==> src/design/ms_pkg.sv <==
// ----------------------------------------------------------------------------
// ms_pkg: shared types and constants for the merge sort engine
// Holds the controller state type, the memory write-enable bundle and the
// default sizes used by the top level.
// ----------------------------------------------------------------------------
package ms_pkg;

  // Width of one element
  localparam int DATA_W = 32;

  // Default number of elements one set may hold
  localparam int DEPTH_DEF = 32;

  // Controller states
  typedef enum logic [2:0] {
    ST_LOAD,   // take words into the store
    ST_PASS,   // start a merge pass or finish sorting
    ST_RUN,    // set up the bounds of the next pair of runs
    ST_RD,     // read both run heads
    ST_WR,     // compare heads and write the smaller one
    ST_ERD,    // read the next sorted element
    ST_ELD,    // load the output register
    ST_EHOLD   // hold the result word until it is taken
  } ms_state_t;

  // Write enables from the controller to the two buffers
  typedef struct packed {
    logic store_we;
    logic scratch_we;
  } ms_mem_ctl_t;

endpackage

==> src/design/ms_ram.sv <==
// ----------------------------------------------------------------------------
// ms_ram: generic synchronous RAM
// One write port and two read ports, read data registered.
// ----------------------------------------------------------------------------
module ms_ram #(
  parameter int WIDTH = 32,
  parameter int DEPTH = 32
) (
  input  logic                     clk,
  input  logic                     we,
  input  logic [$clog2(DEPTH)-1:0] waddr,
  input  logic [WIDTH-1:0]         wdata,
  input  logic [$clog2(DEPTH)-1:0] raddr_a,
  input  logic [$clog2(DEPTH)-1:0] raddr_b,
  output logic [WIDTH-1:0]         rdata_a,
  output logic [WIDTH-1:0]         rdata_b
);

  logic [WIDTH-1:0] mem [DEPTH];

  // Write, then register both reads
  always_ff @(posedge clk) begin
    if (we) begin
      mem[waddr] <= wdata;
    end
    rdata_a <= mem[raddr_a];
    rdata_b <= mem[raddr_b];
  end

endmodule

==> src/design/ms_ctrl.sv <==
// ----------------------------------------------------------------------------
// ms_ctrl: load, merge and emit sequencer
// Writes incoming words into the store, runs bottom-up merge passes that
// ping-pong between store and scratch, then reads the sorted set out.
// ----------------------------------------------------------------------------
module ms_ctrl #(
  parameter int DEPTH = ms_pkg::DEPTH_DEF
) (
  input  logic                             clk,
  input  logic                             rst,
  // input channel
  input  logic                             valid,
  output logic                             ready,
  input  logic signed [ms_pkg::DATA_W-1:0] value,
  input  logic                             last,
  // result channel
  output logic                             res_valid,
  input  logic                             res_ready,
  output logic signed [ms_pkg::DATA_W-1:0] value_res,
  output logic                             last_res,
  output logic                             dropped,
  // buffer access
  output ms_pkg::ms_mem_ctl_t              mem_ctl,
  output logic [$clog2(DEPTH)-1:0]         waddr,
  output logic [ms_pkg::DATA_W-1:0]        wdata,
  output logic [$clog2(DEPTH)-1:0]         raddr_a,
  output logic [$clog2(DEPTH)-1:0]         raddr_b,
  input  logic [ms_pkg::DATA_W-1:0]        store_rd_a,
  input  logic [ms_pkg::DATA_W-1:0]        store_rd_b,
  input  logic [ms_pkg::DATA_W-1:0]        scratch_rd_a,
  input  logic [ms_pkg::DATA_W-1:0]        scratch_rd_b
);

  import ms_pkg::*;

  localparam int AW = $clog2(DEPTH);
  // wide enough for run bounds up to about three times DEPTH
  localparam int CW = AW + 2;
  localparam logic [CW-1:0] DEPTH_C = CW'(DEPTH);
  localparam logic [CW-1:0] ONE_C   = CW'(1);

  ms_state_t state, state_next;

  logic [CW-1:0] cnt, cnt_next;     // elements held in the set
  logic          ovf, ovf_next;     // set saw more than DEPTH words
  logic [CW-1:0] w, w_next;         // run width of the current pass
  logic [CW-1:0] k, k_next;         // destination index
  logic [CW-1:0] a, a_next;         // left run head (also emit index)
  logic [CW-1:0] b, b_next;         // right run head
  logic [CW-1:0] mid, mid_next;     // end of left run
  logic [CW-1:0] hi, hi_next;       // end of right run
  logic          src_sel, src_sel_next; // 1: sorted data sits in scratch

  logic signed [DATA_W-1:0] value_res_next;
  logic          last_res_next, dropped_next, res_valid_next;

  logic              in_acc;
  logic [DATA_W-1:0] rd_a, rd_b;
  logic              take_a;
  logic [CW-1:0]     k_inc, run_mid, run_hi;

  assign in_acc  = valid && ready;
  assign rd_a    = src_sel ? scratch_rd_a : store_rd_a;
  assign rd_b    = src_sel ? scratch_rd_b : store_rd_b;
  assign take_a  = (a < mid) &&
                   ((b >= hi) || ($signed(rd_a) < $signed(rd_b)));
  assign k_inc   = k + ONE_C;
  assign run_mid = ((k + w) < cnt) ? (k + w) : cnt;
  assign run_hi  = ((k + (w << 1)) < cnt) ? (k + (w << 1)) : cnt;

  assign raddr_a = a[AW-1:0];
  assign raddr_b = b[AW-1:0];
  assign ready   = (state == ST_LOAD);

  // Next state
  always_comb begin
    state_next = state;
    case (state)
      ST_LOAD: begin
        if (in_acc && last) state_next = ST_PASS;
      end
      ST_PASS: begin
        state_next = (w < cnt) ? ST_RUN : ST_ERD;
      end
      ST_RUN:  state_next = ST_RD;
      ST_RD:   state_next = ST_WR;
      ST_WR: begin
        if (k_inc == cnt) begin
          state_next = ST_PASS;
        end else if (k_inc == hi) begin
          state_next = ST_RUN;
        end else begin
          state_next = ST_RD;
        end
      end
      ST_ERD:  state_next = ST_ELD;
      ST_ELD:  state_next = ST_EHOLD;
      ST_EHOLD: begin
        if (res_ready) begin
          state_next = ((a + ONE_C) == cnt) ? ST_LOAD : ST_ERD;
        end
      end
      default: state_next = ST_LOAD;
    endcase
  end

  // Datapath and memory control
  always_comb begin
    cnt_next       = cnt;
    ovf_next       = ovf;
    w_next         = w;
    k_next         = k;
    a_next         = a;
    b_next         = b;
    mid_next       = mid;
    hi_next        = hi;
    src_sel_next   = src_sel;
    value_res_next = value_res;
    last_res_next  = last_res;
    dropped_next   = dropped;
    res_valid_next = res_valid;
    mem_ctl        = '0;
    waddr          = k[AW-1:0];
    wdata          = take_a ? rd_a : rd_b;
    case (state)
      ST_LOAD: begin
        waddr = cnt[AW-1:0];
        wdata = value;
        if (in_acc) begin
          // store the word, or drop it when the store is full
          if (cnt < DEPTH_C) begin
            mem_ctl.store_we = 1'b1;
            cnt_next         = cnt + ONE_C;
          end else begin
            ovf_next = 1'b1;
          end
          w_next       = ONE_C;
          src_sel_next = 1'b0;
        end
      end
      ST_PASS: begin
        k_next  = '0;
        a_next  = '0;
        hi_next = '0;
      end
      ST_RUN: begin
        mid_next = run_mid;
        hi_next  = run_hi;
        a_next   = k;
        b_next   = run_mid;
      end
      ST_WR: begin
        // write the smaller head into the other buffer
        if (src_sel) begin
          mem_ctl.store_we = 1'b1;
        end else begin
          mem_ctl.scratch_we = 1'b1;
        end
        if (take_a) begin
          a_next = a + ONE_C;
        end else begin
          b_next = b + ONE_C;
        end
        k_next = k_inc;
        if (k_inc == cnt) begin
          src_sel_next = ~src_sel;
          w_next       = w << 1;
        end
      end
      ST_ELD: begin
        value_res_next = $signed(rd_a);
        last_res_next  = ((a + ONE_C) == cnt);
        dropped_next   = ovf;
        res_valid_next = 1'b1;
      end
      ST_EHOLD: begin
        if (res_ready) begin
          res_valid_next = 1'b0;
          a_next         = a + ONE_C;
          if ((a + ONE_C) == cnt) begin
            cnt_next = '0;
            ovf_next = 1'b0;
          end
        end
      end
      default: begin
      end
    endcase
  end

  // Control registers
  always_ff @(posedge clk) begin
    if (rst) begin
      state     <= ST_LOAD;
      cnt       <= '0;
      ovf       <= 1'b0;
      res_valid <= 1'b0;
    end else begin
      state     <= state_next;
      cnt       <= cnt_next;
      ovf       <= ovf_next;
      res_valid <= res_valid_next;
    end
  end

  // Payload and index registers
  always_ff @(posedge clk) begin
    w         <= w_next;
    k         <= k_next;
    a         <= a_next;
    b         <= b_next;
    mid       <= mid_next;
    hi        <= hi_next;
    src_sel   <= src_sel_next;
    value_res <= value_res_next;
    last_res  <= last_res_next;
    dropped   <= dropped_next;
  end

endmodule

==> src/design/merge_sort_engine_unit.sv <==
// ----------------------------------------------------------------------------
// merge_sort_engine_unit: merge sort engine for signed 32-bit sets
// Collects a set of words, sorts it ascending and returns it word by word.
// ----------------------------------------------------------------------------
// A set is loaded one word per cycle (ready is high while loading); the word
// flagged last closes it, and words past DEPTH are dropped and flagged on
// every result of that set. Sorting runs bottom-up merge passes between two
// RAMs over ceil(log2(n)) passes; each element of a pass is a head read, then
// a compare and write, and each run pair and each pass adds a setup step.
// Each sorted word is then read, loaded into the output register and held
// until the result side takes it. No new set is taken until the last result
// word is accepted.
module merge_sort_engine_unit #(
  parameter int DEPTH = ms_pkg::DEPTH_DEF
) (
  input  logic                             clk,
  input  logic                             rst,
  input  logic                             valid,
  output logic                             ready,
  input  logic signed [ms_pkg::DATA_W-1:0] value,
  input  logic                             last,
  output logic                             res_valid,
  input  logic                             res_ready,
  output logic signed [ms_pkg::DATA_W-1:0] value_res,
  output logic                             last_res,
  output logic                             dropped
);

  import ms_pkg::*;

  localparam int AW = $clog2(DEPTH);

  ms_mem_ctl_t       mem_ctl;
  logic [AW-1:0]     waddr, raddr_a, raddr_b;
  logic [DATA_W-1:0] wdata;
  logic [DATA_W-1:0] store_rd_a, store_rd_b, scratch_rd_a, scratch_rd_b;

  // Sequencer
  ms_ctrl #(.DEPTH(DEPTH)) u_ctrl (
    .clk         (clk),
    .rst         (rst),
    .valid       (valid),
    .ready       (ready),
    .value       (value),
    .last        (last),
    .res_valid   (res_valid),
    .res_ready   (res_ready),
    .value_res   (value_res),
    .last_res    (last_res),
    .dropped     (dropped),
    .mem_ctl     (mem_ctl),
    .waddr       (waddr),
    .wdata       (wdata),
    .raddr_a     (raddr_a),
    .raddr_b     (raddr_b),
    .store_rd_a  (store_rd_a),
    .store_rd_b  (store_rd_b),
    .scratch_rd_a(scratch_rd_a),
    .scratch_rd_b(scratch_rd_b)
  );

  // Input store, also a merge buffer
  ms_ram #(.WIDTH(DATA_W), .DEPTH(DEPTH)) u_store (
    .clk    (clk),
    .we     (mem_ctl.store_we),
    .waddr  (waddr),
    .wdata  (wdata),
    .raddr_a(raddr_a),
    .raddr_b(raddr_b),
    .rdata_a(store_rd_a),
    .rdata_b(store_rd_b)
  );

  // Scratch merge buffer
  ms_ram #(.WIDTH(DATA_W), .DEPTH(DEPTH)) u_scratch (
    .clk    (clk),
    .we     (mem_ctl.scratch_we),
    .waddr  (waddr),
    .wdata  (wdata),
    .raddr_a(raddr_a),
    .raddr_b(raddr_b),
    .rdata_a(scratch_rd_a),
    .rdata_b(scratch_rd_b)
  );

endmodule

==> config.mk <==
export PLATFORM = sky130hd
export DESIGN_NAME = merge_sort_engine_unit
export DESIGN_NICKNAME = d
export VERILOG_FILES = /design/src/design/ms_pkg.sv /design/src/design/ms_ram.sv /design/src/design/ms_ctrl.sv /design/src/design/merge_sort_engine_unit.sv
export SDC_FILE = /design/constraint.sdc
export NUM_CORES = 2
export LEC_CHECK = 0
export ABC_CLOCK_PERIOD_IN_PS = 18100
export BUFFER_PORTS_ARGS = -buffer_cell sky130_fd_sc_hd__buf_2
export CAP_MARGIN = 20
export CORE_MARGIN = 4
export CORE_UTILIZATION = 55
export CTS_BUF_LIST = sky130_fd_sc_hd__clkbuf_16
export CTS_CLUSTER_DIAMETER = 30
export DETAILED_ROUTE_END_ITERATION = 7
export GPL_ROUTABILITY_DRIVEN = 0
export PLACE_DENSITY = 0.71
export SLEW_MARGIN = 10
export SYNTH_ARGS = -nofsm -noshare
export SYNTH_HDL_FRONTEND = slang
export SYNTH_SLANG_ARGS = --single-unit
==> constraint.sdc <==
create_clock -name clk -period 18.1 [get_ports clk]
set_input_delay 3.62 -clock clk [delete_from_list [all_inputs] [get_ports clk]]
set_output_delay 3.62 -clock clk [all_outputs]
set_load 0.01 [all_outputs]
==> flow_summary_export.csv <==
group,metric,value,unit
run_status,outcome,"finished, final reports clean",
cts,ctsLongestPathBuffers,4,
setup_path,r2r_end,"u_store.mem[23][14]",
setup_path,reg2reg_slack,11.73,ns
setup_path,reg2reg_depth,15,
hold_path,hp-class,"reg -> reg",
logic_synthesis,postSynthCellCount,4726,
power_and_ir_drop,power-per-cell-area,153.3,mW/mm²
setup_path,worst-path-stages,15,
flow_run,maxCapViolCount,0,
drt,route.detailed.drc,0,
setup_path,critPathCapture,"u_store.mem[23][14]",
global_route,grt_pass1_vias,58172,
logic_synthesis,yosys_warnings,0,
drt,wl_met3,35080,µm
setup_path,crit_family,"compound AO/OA/AOI/OAI gates",
layout,fillers,11567,
logic_synthesis,synth_top_area_frac,0.6180,
logic_synthesis,synth_area,0.1033,mm²
logic_synthesis,yosysSeqAreaShare,0.6452,
setup_path,start_kind,"flip-flop",
timing,hold_viol_final,0,
setup_path,slowest_stage,"o31ai_4",
cts,hold_buffers,0,
global_route,antenna_found_initial,10,
cts,cts_setup_buffers,0,
timing,min_period,6.374,ns
drt,drt-total-wl,298700,µm
logic_synthesis,async_reset_ff_frac,0,
global_route,overflow,0,
power_and_ir_drop,power.share.clock,0.446,
floorplan,core,0.1860,mm²
global_route,grt_util_all_layers,0.3107,
layout,layout.cells.non_filler,7978,
setup_path,critPathKind,"reg -> reg",
drt,routed.top_layer,"met5",
floorplan,die_w,441.3,µm
drt,vias_per_cell,7.145,
placement,port_buffers,72,
timing,fmax,156.9,MHz
hold_path,whs_path_depth,0,
power_and_ir_drop,p_seq_frac,0.358,
power_and_ir_drop,swShare,0.2774,
layout,syn_to_final_growth,19.54,%
placement,dp_cells,7103,
cts,clk_pin_slew,0.05,ns
setup_path,r2r-start,"u_ctrl.src_sel",
setup_path,cp-startpoint,"u_ctrl.src_sel",
logic_synthesis,syn-num-nets,4843,
floorplan,io_pins,73,
cts,clock_sinks,2265,
drt,first_pass_iters,6,
setup_path,crit_buf_inv,4,
logic_synthesis,synthDistinctLibCells,54,
setup_path,cp-end-kind,"flip-flop",
floorplan,initial_core_util,0.5550,
setup_path,timing.critical_path.mode_cell,"buf_4",
drt,wl_met2,143200,µm
floorplan,die_area,0.1947,mm²
power_and_ir_drop,p_comb_frac,0.196,
layout,drive_gt1_frac,0.4661,
floorplan,die_y,441.3,µm
logic_synthesis,synth_top_area_cell,"edfxtp_1",
power_and_ir_drop,p_sw,0.005250,W
global_route,grt_max_degree,146,
setup_path,cp.required,18.80,ns
cts,htreeDepth,5,
timing,slew_violations,0,
timing,period_share,0.3521,
logic_synthesis,avgSynthCellArea,21.85,µm²
cts,numCtsBuffers,469,
drt,drt_first_iter_violations,8059,
timing,max-slew-margin-rel,0.2461,
drt,wl_per_cell,37.44,µm
floorplan,rows,158,
drt,wl_met1,107300,µm
timing,finClkSkew,0.07272,ns
power_and_ir_drop,intPower,0.01368,W
cts,cts_root_buffer,"clkbuf_16",
cts,clk_latency,1.00,ns
layout,nets,5220,
layout,final_common_cell,"edfxtp_1",
setup_path,critical_path.max_fanout,65,
cts,cts.repair.resized,0,
setup_path,path_cells,"buf_4 > buf_4 > mux2_2 > ha_1 > a21oi_1 > nor2_1 > a211oi_1 > o21ai_0 > buf_2 > a2111o_1 > o2111ai_1 > nand2_4 > and2_1 > o31ai_4 > buf_4",
power_and_ir_drop,vdd_drop_max,126.8,µV
layout,final_cell_mix,"2125 x edfxtp_1, 1280 x mux4_2, 474 x clkbuf_16",
drt,ant_nets,0,
cts,cts_tree,"built",
setup_path,critical-path-max-stage-delay,0.93,ns
timing,final.setup.tns,0,ns
global_route,grt_pass1_wl,425200,µm
power_and_ir_drop,p_leak,40.09,nW
setup_path,crit_arrival,7.07,ns
drt,vias,57000,
logic_synthesis,ys.flop_type,"edfxtp_1",
timing,tightest_slew,1.128,ns
placement,hpwl,164000,µm
logic_synthesis,synth_edf_count,2125,
timing,setup_viol_count_final,0,
logic_synthesis,synth_seq_cells,2265,
power_and_ir_drop,p_total,0.01893,W
timing,rsz0062_at_grt,"false",
logic_synthesis,ys_top_cells_by_area,"edfxtp_1 62%, mux4_2 28%, dfxtp_1 2.7%",
registers in the layout, summed over array words and instances (netlist names), 32 cells and up:
signal,cells
u_scratch.rdata_b,32
u_scratch.rdata_a,32
u_ctrl.value_res,32
u_scratch.mem,1024
u_store.rdata_b,32
u_store.mem,1024
u_store.rdata_a,32
metrics by stage:
step / util / hold slack, ns / area [µm²] / worst slack (ns)
global route: 0.6635 / 0.4591 / 123400 / 11.46
detailed placement: 0.5783 / 0.4407 / 107600 / 10.57
floorplan: - / 0.3995 / 103300 / 11.58
global placement: 0.5777 / 0.4468 / 107500 / 10.60
CTS: 0.6628 / 0.4488 / 123300 / 11.55
finish: 0.6635 / 0.4469 / 123400 / 11.73
worst register-to-register path: cells and delay by family (launching register included):
kind / cells / cell delay [ns]
AOI/OAI and AO/OA: 6 / 2.15
buffers and inverters: 4 / 1.78
and+or+nand+nor: 3 / 1.01
muxes: 1 / 0.49
DFF: 1 / 0.32
adders and majority gates: 1 / 0.32
power by group through the flow:
stage                     clock [W]  sequential [W]  combinational, W
after floorplan                   0         0.00678           0.00241
after global placement            0         0.00685           0.00356
after detailed placement          0         0.00685           0.00365
after CTS                   0.00851         0.00676           0.00368
after global routing        0.00881         0.00677           0.00392
final                       0.00845         0.00677           0.00371
routing by layer:
| metal | GRT usage | vias to the layer above |
|---|---|---|
| met2 | 0.4794 | 4157 |
| met3 | 0.07861 | 735 |
| met5 | 0 | - |
| li1 | - | 21677 |
| met1 | 0.4301 | 30429 |
| met4 | 0.1292 | 2 |
worst min-delay path by stage:
stage | start | end | slack (ns)
after global routing | u_ctrl.ovf | u_ctrl.dropped | 0.46
after CTS | u_ctrl.ovf | u_ctrl.dropped | 0.45
after detailed placement | u_ctrl.ovf | u_ctrl.dropped | 0.44
final | u_ctrl.ovf | u_ctrl.dropped | 0.45
after global placement | u_ctrl.ovf | u_ctrl.dropped | 0.45
after floorplan | u_ctrl.ovf | u_ctrl.dropped | 0.40
cells by family (layout without fill, tap and decap cells):
logic type	after synthesis	after routing	synth area share
xor gates and xnor gates	51	51	0.004738
muxes	1489	1489	0.3015
adders and majority gates	80	80	0.009840
and+or+nand+nor	328	328	0.01420
other	0	1	0
buffers and inverters	376	1147	0.01504
AOI/OAI and AO/OA	137	137	0.009513
DFF	2265	2265	0.6452
layout make-up:
| type | count | area [µm²] | share of cell area |
|---|---|---|---|
| Clock buffer | 474 | 11860 | 0.09610 |
| Clock inverter | 391 | 3869 | 0.03134 |
| Sequential cell | 2265 | 66610 | 0.5397 |
| Timing Repair Buffer | 247 | 1908 | 0.01546 |
| Inverter | 35 | 131.4 | 0.001064 |
| Tap cell | 2480 | 3103 | 0.02514 |
| Antenna cell | 1 | 2.502 | 0.00002027 |
| Multi-Input combinational cell | 2085 | 35940 | 0.2912 |
cell usage after synthesis, types with 3 or more instances:
cell type and number:
a211oi_1 6, a21o_1 12, a21oi_1 38, and2_1 32, and3_1 9, buf_1 41
buf_2 92, buf_6 3, clkbuf_1 204, dfxtp_1 140, edfxtp_1 2125, ha_1 78
inv_1 35, mux2_2 169, mux2i_1 40, mux4_2 1280, nand2_1 84, nand2b_1 10
nand3_1 24, nand4_1 6, nor2_1 142, nor2b_1 4, nor3_1 11, nor4_1 3
o21a_1 5, o21ai_0 21, o21ai_1 3, o21bai_1 3, o31ai_1 17, o31ai_2 16
xnor2_1 33, xor2_1 14
Note: power is estimated with default switching activity, not from simulation.
